**config.mk**
```make
export PLATFORM = sky130hd
export DESIGN_NAME = greedy_word_wrap_unit
export DESIGN_NICKNAME = d
export VERILOG_FILES = /design/src/rtl/gww_pkg.sv /design/src/rtl/gww_ram.sv /design/src/rtl/gww_ctrl.sv /design/src/rtl/greedy_word_wrap_unit.sv
export SDC_FILE = /design/constraint.sdc
export NUM_CORES = 1
export LEC_CHECK = 0
export ABC_AREA = 0
export BUFFER_PORTS_ARGS = -buffer_cell sky130_fd_sc_hd__buf_4
export CAP_MARGIN = 20
export CORE_AREA = 2 2 228 230
export CTS_CLUSTER_SIZE = 40
export DETAILED_ROUTE_END_ITERATION = 6
export DIE_AREA = 0 0 230 232
export PLACE_DENSITY = 0.46
export SLEW_MARGIN = 10
export SYNTH_ARGS = -nofsm -noshare
export SYNTH_HDL_FRONTEND = slang
export SYNTH_SLANG_ARGS = --single-unit
```
**constraint.sdc**
```tcl
create_clock -name clk -period 18.9 [get_ports clk]
set_clock_uncertainty 0.2 [all_clocks]
set_input_delay 0.945 -clock clk [delete_from_list [all_inputs] [get_ports clk]]
set_output_delay 0.945 -clock clk [all_outputs]
set_load 0.03 [all_outputs]
```
**src/rtl/gww_pkg.sv**
```systemverilog
// Shared constants, types and helpers for the greedy word wrap unit.
package gww_pkg;

  // Longest word held back before it is released unbroken
  localparam int WORD_MAX = 32;
  localparam int WL_W     = $clog2(WORD_MAX + 1);
  localparam int ADDR_W   = $clog2(WORD_MAX);

  localparam logic [7:0]  NL_CODE = 8'd10;
  localparam logic [7:0]  SP_CODE = 8'd32;
  localparam logic [15:0] WMAX16  = 16'hFFFF;

  // Word store access, one write and one read port
  typedef struct packed {
    logic              we;
    logic [ADDR_W-1:0] waddr;
    logic [7:0]        wdata;
    logic              re;
    logic [ADDR_W-1:0] raddr;
  } ram_req_t;

  // Load request into the output register
  typedef struct packed {
    logic       load;
    logic [7:0] char_code;
    logic       last;
    logic       ovf;
  } out_load_t;

  // Controller status seen by the top level
  typedef struct packed {
    logic            busy;
    logic [WL_W-1:0] word_length;
  } ctrl_status_t;

  // Clamp a 17-bit sum to 16 bits
  function automatic logic [15:0] sat16(input logic [16:0] v);
    sat16 = v[16] ? WMAX16 : v[15:0];
  endfunction

endpackage

```
**src/rtl/gww_ram.sv**
```systemverilog
// Generic single-clock RAM with one write port and a registered read port.
module gww_ram #(
  parameter int WIDTH = 8,
  parameter int DEPTH = 32
) (
  input  logic                     clk,
  input  logic                     we,
  input  logic [$clog2(DEPTH)-1:0] waddr,
  input  logic [WIDTH-1:0]         wdata,
  input  logic                     re,
  input  logic [$clog2(DEPTH)-1:0] raddr,
  output logic [WIDTH-1:0]         rdata
);

  logic [WIDTH-1:0] mem [DEPTH];

  always_ff @(posedge clk) begin
    if (we) begin
      mem[waddr] <= wdata;
    end
    if (re) begin
      rdata <= mem[raddr];
    end
  end

endmodule

```
**src/rtl/gww_ctrl.sv**
```systemverilog
// Wrap decision, line and word state, and the release sequencer over the word store.
module gww_ctrl (
  input  logic                clk,
  input  logic                rst,
  input  logic [15:0]         line_max_width,
  input  logic                in_valid,
  output logic                in_ready,
  input  logic [7:0]          char_code,
  input  logic [7:0]          char_width,
  input  logic                has_glyph,
  input  logic                end_of_text,
  input  logic                out_free,
  input  logic [7:0]          ram_rdata,
  output gww_pkg::ram_req_t   ram_req,
  output gww_pkg::out_load_t  ld,
  output gww_pkg::ctrl_status_t status
);
  import gww_pkg::*;

  localparam logic [1:0] ST_IDLE = 2'd0;
  localparam logic [1:0] ST_EMIT = 2'd1;
  localparam logic [1:0] ST_RDW  = 2'd2;

  // Architectural state
  logic [15:0]     line_width, line_width_next;
  logic            space_seen, space_seen_next;
  logic [WL_W-1:0] word_length, word_length_next;
  logic [15:0]     word_width, word_width_next;

  // Sequencer state
  logic [1:0]        st, st_next;
  logic              pre_pend, pre_pend_next;
  logic              suf_pend, suf_pend_next;
  logic              wr_pend, wr_pend_next;
  logic [WL_W-1:0]   cnt_left, cnt_left_next;
  logic [ADDR_W-1:0] rd_idx, rd_idx_next;
  logic              ovf_flag;
  logic [7:0]        suf_char;
  logic [7:0]        wr_char;
  logic [ADDR_W-1:0] wr_addr;

  // Decision terms for the offered character
  logic            accept;
  logic            is_nl, is_sp, hold, brk, full, ovf_rel, restart, drain, keep;
  logic [7:0]      eff_w;
  logic [16:0]     lw_add_w, lw_add_eff, ww_add_w, ww_add_eff;
  logic [15:0]     ww_base;
  logic [ADDR_W-1:0] hold_addr;

  assign in_ready = (st == ST_IDLE);
  assign accept   = in_valid && in_ready;

  assign is_nl   = (char_code == NL_CODE);
  assign is_sp   = (char_code == SP_CODE);
  assign hold    = !is_nl && !is_sp;
  assign eff_w   = has_glyph ? char_width : 8'd0;

  assign lw_add_w   = {1'b0, line_width} + {9'd0, char_width};
  assign lw_add_eff = {1'b0, line_width} + {9'd0, eff_w};
  assign ww_add_w   = {1'b0, word_width} + {9'd0, char_width};

  // Break only after a space has been seen on this line
  assign brk     = hold && has_glyph && space_seen && (lw_add_w > {1'b0, line_max_width});
  assign full    = (word_length == WL_W'(WORD_MAX));
  assign ovf_rel = hold && !brk && full;
  assign restart = brk || ovf_rel;
  assign drain   = is_nl || is_sp || restart || (hold && end_of_text);
  assign keep    = hold && !end_of_text;

  assign ww_base    = restart ? 16'd0 : word_width;
  assign ww_add_eff = {1'b0, ww_base} + {9'd0, eff_w};
  assign hold_addr  = restart ? '0 : word_length[ADDR_W-1:0];

  // Line and word state update on acceptance
  always_comb begin
    line_width_next  = line_width;
    space_seen_next  = space_seen;
    word_length_next = word_length;
    word_width_next  = word_width;
    if (accept) begin
      if (is_nl) begin
        line_width_next  = '0;
        space_seen_next  = 1'b0;
        word_length_next = '0;
        word_width_next  = '0;
      end else if (is_sp) begin
        line_width_next  = sat16(lw_add_w);
        space_seen_next  = 1'b1;
        word_length_next = '0;
        word_width_next  = '0;
      end else begin
        line_width_next  = brk ? sat16(ww_add_w) : sat16(lw_add_eff);
        space_seen_next  = brk ? 1'b0 : space_seen;
        word_length_next = (restart ? WL_W'(0) : word_length) + WL_W'(1);
        word_width_next  = sat16(ww_add_eff);
      end
      // End of text flushes everything
      if (end_of_text) begin
        line_width_next  = '0;
        space_seen_next  = 1'b0;
        word_length_next = '0;
        word_width_next  = '0;
      end
    end
  end

  // Release sequencer: leading newline, held bytes, trailing character
  always_comb begin
    st_next       = st;
    pre_pend_next = pre_pend;
    suf_pend_next = suf_pend;
    wr_pend_next  = wr_pend;
    cnt_left_next = cnt_left;
    rd_idx_next   = rd_idx;
    ram_req       = '0;
    ld            = '0;
    unique case (st)
      ST_IDLE: begin
        if (accept) begin
          pre_pend_next = brk;
          suf_pend_next = is_nl || is_sp || end_of_text;
          cnt_left_next = drain ? word_length : '0;
          rd_idx_next   = '0;
          wr_pend_next  = keep && drain;
          // A character that only joins the word is stored at once
          if (keep && !drain) begin
            ram_req.we    = 1'b1;
            ram_req.waddr = hold_addr;
            ram_req.wdata = char_code;
          end
          st_next = drain ? ST_EMIT : ST_IDLE;
        end
      end
      ST_EMIT: begin
        priority if (pre_pend) begin
          if (out_free) begin
            ld.load       = 1'b1;
            ld.char_code  = NL_CODE;
            ld.last       = (cnt_left == '0) && !suf_pend;
            ld.ovf        = 1'b0;
            pre_pend_next = 1'b0;
          end
        end else if (cnt_left != '0) begin
          if (out_free) begin
            ram_req.re    = 1'b1;
            ram_req.raddr = rd_idx;
            st_next       = ST_RDW;
          end
        end else if (suf_pend) begin
          if (out_free) begin
            ld.load       = 1'b1;
            ld.char_code  = suf_char;
            ld.last       = 1'b1;
            ld.ovf        = 1'b0;
            suf_pend_next = 1'b0;
          end
        end else begin
          // Write back the new character once the old word is out
          ram_req.we    = wr_pend;
          ram_req.waddr = wr_addr;
          ram_req.wdata = wr_char;
          wr_pend_next  = 1'b0;
          st_next       = ST_IDLE;
        end
      end
      ST_RDW: begin
        ld.load       = 1'b1;
        ld.char_code  = ram_rdata;
        ld.last       = (cnt_left == WL_W'(1)) && !suf_pend;
        ld.ovf        = ovf_flag;
        cnt_left_next = cnt_left - WL_W'(1);
        rd_idx_next   = rd_idx + ADDR_W'(1);
        st_next       = ST_EMIT;
      end
      default: begin
        st_next = ST_IDLE;
      end
    endcase
  end

  // Control registers
  always_ff @(posedge clk) begin
    if (rst) begin
      st          <= ST_IDLE;
      pre_pend    <= 1'b0;
      suf_pend    <= 1'b0;
      wr_pend     <= 1'b0;
      cnt_left    <= '0;
      rd_idx      <= '0;
      line_width  <= '0;
      space_seen  <= 1'b0;
      word_length <= '0;
      word_width  <= '0;
    end else begin
      st          <= st_next;
      pre_pend    <= pre_pend_next;
      suf_pend    <= suf_pend_next;
      wr_pend     <= wr_pend_next;
      cnt_left    <= cnt_left_next;
      rd_idx      <= rd_idx_next;
      line_width  <= line_width_next;
      space_seen  <= space_seen_next;
      word_length <= word_length_next;
      word_width  <= word_width_next;
    end
  end

  // Per-transaction payload
  always_ff @(posedge clk) begin
    if (accept) begin
      ovf_flag <= ovf_rel;
      suf_char <= char_code;
      wr_char  <= char_code;
      wr_addr  <= hold_addr;
    end
  end

  assign status.busy        = (st != ST_IDLE);
  assign status.word_length = word_length;

endmodule

```
**src/rtl/greedy_word_wrap_unit.sv**
```systemverilog
// Top level of the greedy word wrap unit: config register, word store, output register.
//
// Characters stream in one transaction at a time; each is either held in a
// 32-entry word store or causes a release of the held word with inserted or
// passed-through newlines and spaces. A character that only joins the held word
// is written into the store when it is accepted. A character that releases
// output is accepted, then the unit loads an inserted newline if there is one,
// reads each held byte (the word store has a single read port with a
// registered read) and loads it, loads a trailing character if there is one,
// and closes by writing the new character back into the store if it starts the
// next word; each load waits until the output register is free. Results leave
// through an output register, so the last result of one item can wait for
// out_ready while the next item is accepted. line_max_width is written over the
// cfg port and should only change while the unit is idle.
module greedy_word_wrap_unit (
  input  logic        clk,
  input  logic        rst,
  input  logic        cfg_valid,
  output logic        cfg_ready,
  input  logic [15:0] cfg_data,
  input  logic        in_valid,
  output logic        in_ready,
  input  logic [7:0]  char_code,
  input  logic [7:0]  char_width,
  input  logic        has_glyph,
  input  logic        end_of_text,
  output logic        out_valid,
  input  logic        out_ready,
  output logic [7:0]  out_char,
  output logic        last,
  output logic        word_overflow
);
  import gww_pkg::*;

  logic [15:0]  line_max_width;
  logic         out_free;
  logic [7:0]   ram_rdata;
  ram_req_t     ram_req;
  out_load_t    ld;
  ctrl_status_t status;

  // Configuration register
  assign cfg_ready = 1'b1;

  always_ff @(posedge clk) begin
    if (rst) begin
      line_max_width <= WMAX16;
    end else if (cfg_valid && cfg_ready) begin
      line_max_width <= cfg_data;
    end
  end

  // Word store
  gww_ram #(
    .WIDTH(8),
    .DEPTH(WORD_MAX)
  ) u_word_store (
    .clk   (clk),
    .we    (ram_req.we),
    .waddr (ram_req.waddr),
    .wdata (ram_req.wdata),
    .re    (ram_req.re),
    .raddr (ram_req.raddr),
    .rdata (ram_rdata)
  );

  // Decision and release sequencer
  gww_ctrl u_ctrl (
    .clk            (clk),
    .rst            (rst),
    .line_max_width (line_max_width),
    .in_valid       (in_valid),
    .in_ready       (in_ready),
    .char_code      (char_code),
    .char_width     (char_width),
    .has_glyph      (has_glyph),
    .end_of_text    (end_of_text),
    .out_free       (out_free),
    .ram_rdata      (ram_rdata),
    .ram_req        (ram_req),
    .ld             (ld),
    .status         (status)
  );

  // Output register
  assign out_free = !out_valid || out_ready;

  always_ff @(posedge clk) begin
    if (rst) begin
      out_valid <= 1'b0;
    end else if (ld.load) begin
      out_valid <= 1'b1;
    end else if (out_ready) begin
      out_valid <= 1'b0;
    end
  end

  always_ff @(posedge clk) begin
    if (ld.load) begin
      out_char      <= ld.char_code;
      last          <= ld.last;
      word_overflow <= ld.ovf;
    end
  end

  // Checks
  a_load_into_free: assert property (@(posedge clk) disable iff (rst)
    ld.load |-> out_free)
    else $error("output register overwritten while holding an untaken result");

  a_read_then_load: assert property (@(posedge clk) disable iff (rst)
    ram_req.re |=> ld.load)
    else $error("word store read not followed by an output load");

  a_word_len_bound: assert property (@(posedge clk) disable iff (rst)
    status.word_length <= WL_W'(WORD_MAX))
    else $error("held word length beyond the word store depth");

  a_no_accept_busy: assert property (@(posedge clk) disable iff (rst)
    status.busy |-> !in_ready && !ram_req.re || !ram_req.we)
    else $error("store read and write in the same cycle while releasing");

endmodule

```
After elaboration in Yosys (flattened, before gate mapping)

Memories as Yosys holds them, arrays and structs flattened. A register that Yosys moved wholly into a read port is not among the register bits.
Index checks and enable logic that the tools add are counted.

Register bits after elaboration: 96
Latch bits: 0
Memory bits (writable): 256
Memory bits (read-only): 0
Output and inout bits: 13
Logic and storage cells: 145
Memories: 1

Memory list:

| memory           | words | bits a word | read ports | clocked after Yosys merged registers in | write ports | line          | text |
|---|---|---|---|---|---|---|---|
| u_word_store.mem | 32    | 8           | 1          | 1                                       | 1           | gww_ram.sv:15 | `logic [WIDTH-1:0] mem [DEPTH];` |

Add/sub/neg operators: 7
Multiply operators: 0
Divide/modulo/power cells: 0
$lt $le $gt $ge: 1
Equality and inequality tests: 12
Shifts and indexed selects: 0
Muxes and demuxes: 67
Bitwise operators: 0
Reduce and logical (&&, ||, !) cells: 39

Operator list:

| cell                  | number |
|---|---|
| $mux W16              | 12 |
| $add A16 B8 Y17       | 4 |
| $mux W14              | 4 |
| $mux W11              | 5 |
| $mux W6               | 9 |
| $pmux W14 S2          | 1 |
| $pmux W11 S2          | 1 |
| $mux W1               | 20 |
| $mux W20              | 1 |
| $gt A17 B16 Y1        | 1 |
| $logic_and A1 B1 Y1   | 13 |
| $pmux W6 S2           | 1 |
| $mux W2               | 5 |
| $mux W5               | 2 |
| $pmux W5 S2           | 1 |
| $eq A8 B4 Y1 const B  | 1 |
| $eq A8 B6 Y1 const B  | 1 |
| $mux W8               | 1 |
| $ne A2 B2 Y1 const B  | 4 |
| $reduce_and A4 Y1     | 2 |
| $logic_not A1 Y1      | 7 |
| $add A6 B1 Y6 const B | 1 |
| $eq A6 B1 Y1 const B  | 1 |
| $eq A6 B6 Y1 const B  | 1 |
| other kinds (15)      | 27 |

Depth between registers and ports, before layout

Depth in word-level cells: 19
Gate-level depth with buffers: 27
Depth with buffers taken out: 24

By module

From an unflattened synthesis, not the netlist that was laid out.

Cell total of the unflattened synthesis: 1277
Area total of the unflattened synthesis: 17296.6 um^2

Modules (own cells, without submodules):

| module                | times used | cells an instance | area each (um^2) | seq. area each (um^2) |
|---|---|---|---|---|
| gww_ram               | 1          | 417               | 10133.5          | 7927.6 |
| gww_ctrl              | 1          | 791               | 6216.0           | 1521.5 |
| greedy_word_wrap_unit | 1          | 69                | 947.2            | 640.6 |

Worst setup path after synthesis

Ideal clock, no wire load.

Path kind: input to register
From: in char_width[0]
To: reg u_ctrl.word_width[2]
Library setup time: 116 ps
Arrival: 6240 ps
Data required time: 18584 ps
Slack: 12344 ps
Stages on the path: 27
Cell sequence: ha_1 > fa_1 > a211oi_1 > o21ai_0 > nand2_1 > nor2_1 > and3_1 > xor2_1 > ha_1 > and3_1 > nand2_1 > o211a_1 > o211a_1 > buf_2 > clkbuf_1 > and2_1 > ha_1 > fa_1 > a21o_1 > a21oi_1 > nor2b_1 > o311a_1 > nor2b_1 > nor3b_4 > buf_2 > o21ai_0 > nand2_1

Longest elaborated chain between the ends: 13
Elaborated cells on any way between the ends: 14
Those cells by class: add/sub (2); order compare (1); mux (6); reduce/logical (5)

Ends and longest elaborated chain:

| item                             | line                        | text |
|---|---|---|
| from (decl)                      | greedy_word_wrap_unit.sv:24 | `input logic [7:0] char_width,` |
| $add A16 B8 Y17                  | gww_ctrl.sv:58              | `assign lw_add_w = {1'b0, line_width} + {9'd0, char_width};` |
| $gt A17 B16 Y1                   | gww_ctrl.sv:63              | `assign brk = hold && has_glyph && space_seen && (lw_add_w > {1'b0, line_max_width});` |
| $logic_and A1 B1 Y1              | gww_ctrl.sv:63              |  |
| $logic_not A1 Y1                 | gww_ctrl.sv:65              | `assign ovf_rel = hold && !brk && full;` |
| $logic_and A1 B1 Y1 (2 in a row) | gww_ctrl.sv:65              |  |
| $logic_or A1 B1 Y1               | gww_ctrl.sv:66              | `assign restart = brk \|\| ovf_rel;` |
| $mux W16                         | gww_ctrl.sv:70              | `assign ww_base = restart ? 16'd0 : word_width;` |
| $add A16 B8 Y17 (*)              | gww_ctrl.sv:71              | `assign ww_add_eff = {1'b0, ww_base} + {9'd0, eff_w};` |
| $mux W16 (*)                     | gww_pkg.sv:38               | `sat16 = v[16] ? WMAX16 : v[15:0];` |
| $mux W16 (*)                     | gww_ctrl.sv:86              | `end else if (is_sp) begin` |
| $mux W16 (*)                     | gww_ctrl.sv:81              | `if (is_nl) begin` |
| $mux W16 (*)                     | gww_ctrl.sv:98              | `if (end_of_text) begin` |
| to (signal assigned)             | gww_ctrl.sv:204             | `word_width <= word_width_next;` |
| to (decl)                        | gww_ctrl.sv:28              | `logic [15:0] word_width, word_width_next;` |

Every way passes the cells marked *; elsewhere a longest branch is shown, timed or not.
A chain may end at the register's enable or synchronous reset.

Final worst setup path

From: in char_width[0]
To: reg u_ctrl.word_width[8]

Same word-level chain as after synthesis.

==> results by group <==
Run status
  – Status: complete, no violations

Finish
  – Commonest non-fill, non-tap cell in the layout: edfxtp_1
  – Diodes inserted: 0
  – NumNets Final: 1767
  – Non-Filler Instances: 2381
  – Area growth syn-to-layout: 13.4%
  – Number of fill cells: 4969
  – Layout cell share with drive strength beyond 1: 11.2%
  – Post-layout util: 39.4%
  – Most frequent cells in the layout: 288 x edfxtp_1, 262 x nand2_1, 124 x nand3_1

Synth
  – Mean Syn Cell Area: 10.7 sq um
  – Netlist cell types: 84
  – EDFF count, synth: 288
  – Synth warn: 0
  – Part of the Yosys area used for sequential elements: 57.1%
  – Syn nets: 1745
  – Predominant post-synthesis flop cell: edfxtp_1
  – Adder-cell share of the synthesized area: 4.42%
  – Asr flop ratio synth: 0%
  – Synth Area in Simple Gates: 16.4%
  – Seq cells post-synth: 360
  – Complex-gate fraction of the synthesized area: 13.9%
  – Post-synthesis mux area share: 2.55%
  – Cell Area, Synth: 17700 sq um
  – Syn Inst Count: 1646
  – Largest family of logic cells by synthesized area: simple AND/OR/NAND/NOR gates
  – Post-synthesis xor/xnor area fraction: 2.28%

Detailed routing
  – Via/cell ratio: 5.39
  – DRC: 0
  – Iter 0 DRT Violations: 798
  – Final ANT Viol Nets: 0
  – DR vias: 12800
  – Avg WL per Cell: 21.2 um
  – Final WL: 50400 um
  – Drt pass-1 iters: 5

Global routing
  – Top Usage Layer GRT: met2
  – GRT Resource Usage Total: 18.8%
  – Vias in the first global route: 12500
  – Initial antenna violation count: 0
  – Pin count of the biggest net entering global routing: 70
  – Met3 Usage GRT: 3.13%
  – First-pass GRT wire length: 77100 um
  – Gr ovfl total: 0
  – Grt met2 use: 29.0%
  – Met1 usage: 27.0%

Die
  – I/O pin count: 52
  – DIE AREA: 53400 sq um
  – Die Y: 232 um
  – Die X: 230 um
  – Site row count: 83
  – Core area: 50900 sq um
  – Starting Density: 34.8%

STA
  – Hold Fails Final Rpt: 0
  – Slew @ Worst Pin: 1.11 ns
  – Final setup vio count: 0
  – Slew Limit Fails: 0
  – Setup TNS: 0 ns
  – Fmax: 0.146 GHz
  – Rel. slew slack: 25.3%
  – RSZ-0062 raised after global routing: no
  – Tcrit/Tclk final: 36.4%
  – Final Critical Period: 6.87 ns

Clock network
  – Worst-skew pair later-pin latency: 0.57 ns
  – TritonCTS clock tree: yes
  – CTS-repair resized insts: 0
  – Clock sink count: 360
  – CTS Root Cell: clkbuf_16
  – Cts bufs inserted: 43
  – Hold_buf cts: 0
  – Clk slew on worst S/H paths: 0.06 ns
  – Max Buffers Root-to-Sink: 3
  – Setup Buffers After CTS: 0
  – H-tree levels: 2

Placed design
  – Placed Cells: 2303
  – Routability cong.: 0.880
  – Port Buf Inserts: 50
  – Post-DP HPWL: 33000 um

Critical path
  – Worst Setup End Kind: flop
  – Delay-heaviest family, CP: simple AND/OR/NAND/NOR gates
  – Crit path top cell by count: ha_1
  – Type of origin of the critical path: input pin
  – CP max stage cell: nor3b_4
  – Data required, critical path: 19.17 ns
  – Buf/Inv on CP: 2
  – Crit path max fanout: 29
  – FF-to-FF End: u_ctrl.word_width[8]
  – Worst r2r path cells: 25
  – Flop2flop setup slack: 12.14 ns
  – End point of the critical path: u_ctrl.word_width[8]
  – Reg2reg start: u_ctrl.line_width[1]
  – WP data arrival: 7.15 ns
  – CP Depth: 26
  – Peak per-stage delay on the critical path: 0.56 ns
  – Critical path origin: char_width[0]
  – Crit path kind: input pin to flop

Power and ir drop
  – Total power: 1.87 mW
  – Peak VDD IR: 0.0609 mV
  – Leak Pwr: 7.15 nW
  – Power Density: 93.5 nW/um^2

Job
  – # Max-Cap Violations: 0

Worst hold path
  – Hold crit path type: flop to flop
registers in the layout (all words and copies together), names as in the netlist, 2 cells and up:
name and count:
out_char 8, u_ctrl.st 2, u_ctrl.rd_idx 5, u_ctrl.line_width 16, u_word_store.rdata 8, line_max_width 16, u_ctrl.suf_char 8, u_ctrl.word_width 16
u_word_store.mem 256, u_ctrl.cnt_left 6, u_ctrl.word_length 6, u_ctrl.wr_addr 5
cells in the mapped netlist, types with 7 or more instances:
cell type    n  area [sq um]
edfxtp_1   288          8650
nand2_1    264           991
nand3_1    124           621
nor2_1     103           387
o21ai_0     91           455
a21oi_1     87           435
dfxtp_1     72          1440
ha_1        56           701
clkbuf_1    54           203
inv_1       44           165
o22ai_1     33           206
xnor2_1     27           236
nor3_1      26           130
mux2_2      25           282
and2_1      24           150
xor2_1      19           166
o211ai_1    18           135
mux2i_1     17           170
buf_2       16          80.1
buf_1       15          56.3
o221ai_1    15           131
o21a_1      14           105
nor2b_1     13          81.3
a31oi_1     12          75.1
a211oi_1    11          82.6
a21o_1      10          75.1
and3_1      10          62.6
a32oi_1      9          78.8
nand4_1      9          56.3
or4_1        9          67.6
a32o_1       7          70.1
nor4_1       7          43.8
per-stage QoR:
stage | worst slack, ns | instance area [sq um] | hold slack, ns
5_1_grt | 11.58 | 20000 | 0.295
3_3_place_gp | 11.64 | 18700 | 0.253
6_report | 12.03 | 20000 | 0.271
2_1_floorplan | 12.34 | 17700 | 0.230
3_5_place_dp | 11.50 | 18700 | 0.270
4_1_cts | 12.08 | 20000 | 0.277
layout make-up:
class | count | area (sq um) | area share (%)
Timing Repair Buffer | 71 | 533 | 2.66
Clock inverter | 21 | 218 | 1.09
Multi-Input combinational cell | 1147 | 7010 | 35.0
Inverter | 45 | 169 | 0.843
Tap cell | 680 | 851 | 4.24
Clock buffer | 57 | 1170 | 5.84
Sequential cell | 360 | 10100 | 50.3
logic make-up (layout without fill, tap and decap cells):
group,after synthesis,in the layout
DFF,360,360
buffers and inverters,139,194
other,1,1
adders and majority gates,60,60
AOI/OAI and AO/OA,372,372
and+or+nand+nor,626,626
muxes,42,42
xor gates and xnor gates,46,46
metal layers:
metal	vias to the layer above	share of wire (%)
li1	6136	-
met1	6282	48
met2	347	44
met3	73	5.4
met4	0	2.7
met5	-	0
power by group:
| group | internal [mW] | leakage [nW] | switching [mW] |
|---|---|---|---|
| clock network | 0.490 | 0.685 | 0.335 |
| registers | 0.884 | 3.23 | 0.00795 |
| logic | 0.0471 | 3.23 | 0.109 |
tightest hold or removal path: stages, from the launching register on:
cell	delay [ns]
dfxtp_1	0.33
nand2_1	0.06
nand2_1	0.04
worst min-delay path by stage:
stage	startpoint	end	slack (ns)	cells after the start
3_5_place_dp	u_ctrl.word_width[2]	u_ctrl.word_width[2]	0.27	2
3_3_place_gp	u_ctrl.word_width[7]	u_ctrl.word_width[7]	0.25	2
4_1_cts	u_ctrl.word_width[2]	u_ctrl.word_width[2]	0.28	2
2_1_floorplan	u_ctrl.word_width[0]	u_ctrl.word_width[0]	0.23	2
5_1_grt	u_ctrl.word_width[6]	u_ctrl.word_width[6]	0.30	2
6_report	u_ctrl.word_width[2]	u_ctrl.word_width[2]	0.27	2
Power figures use the tool's default switching activity.
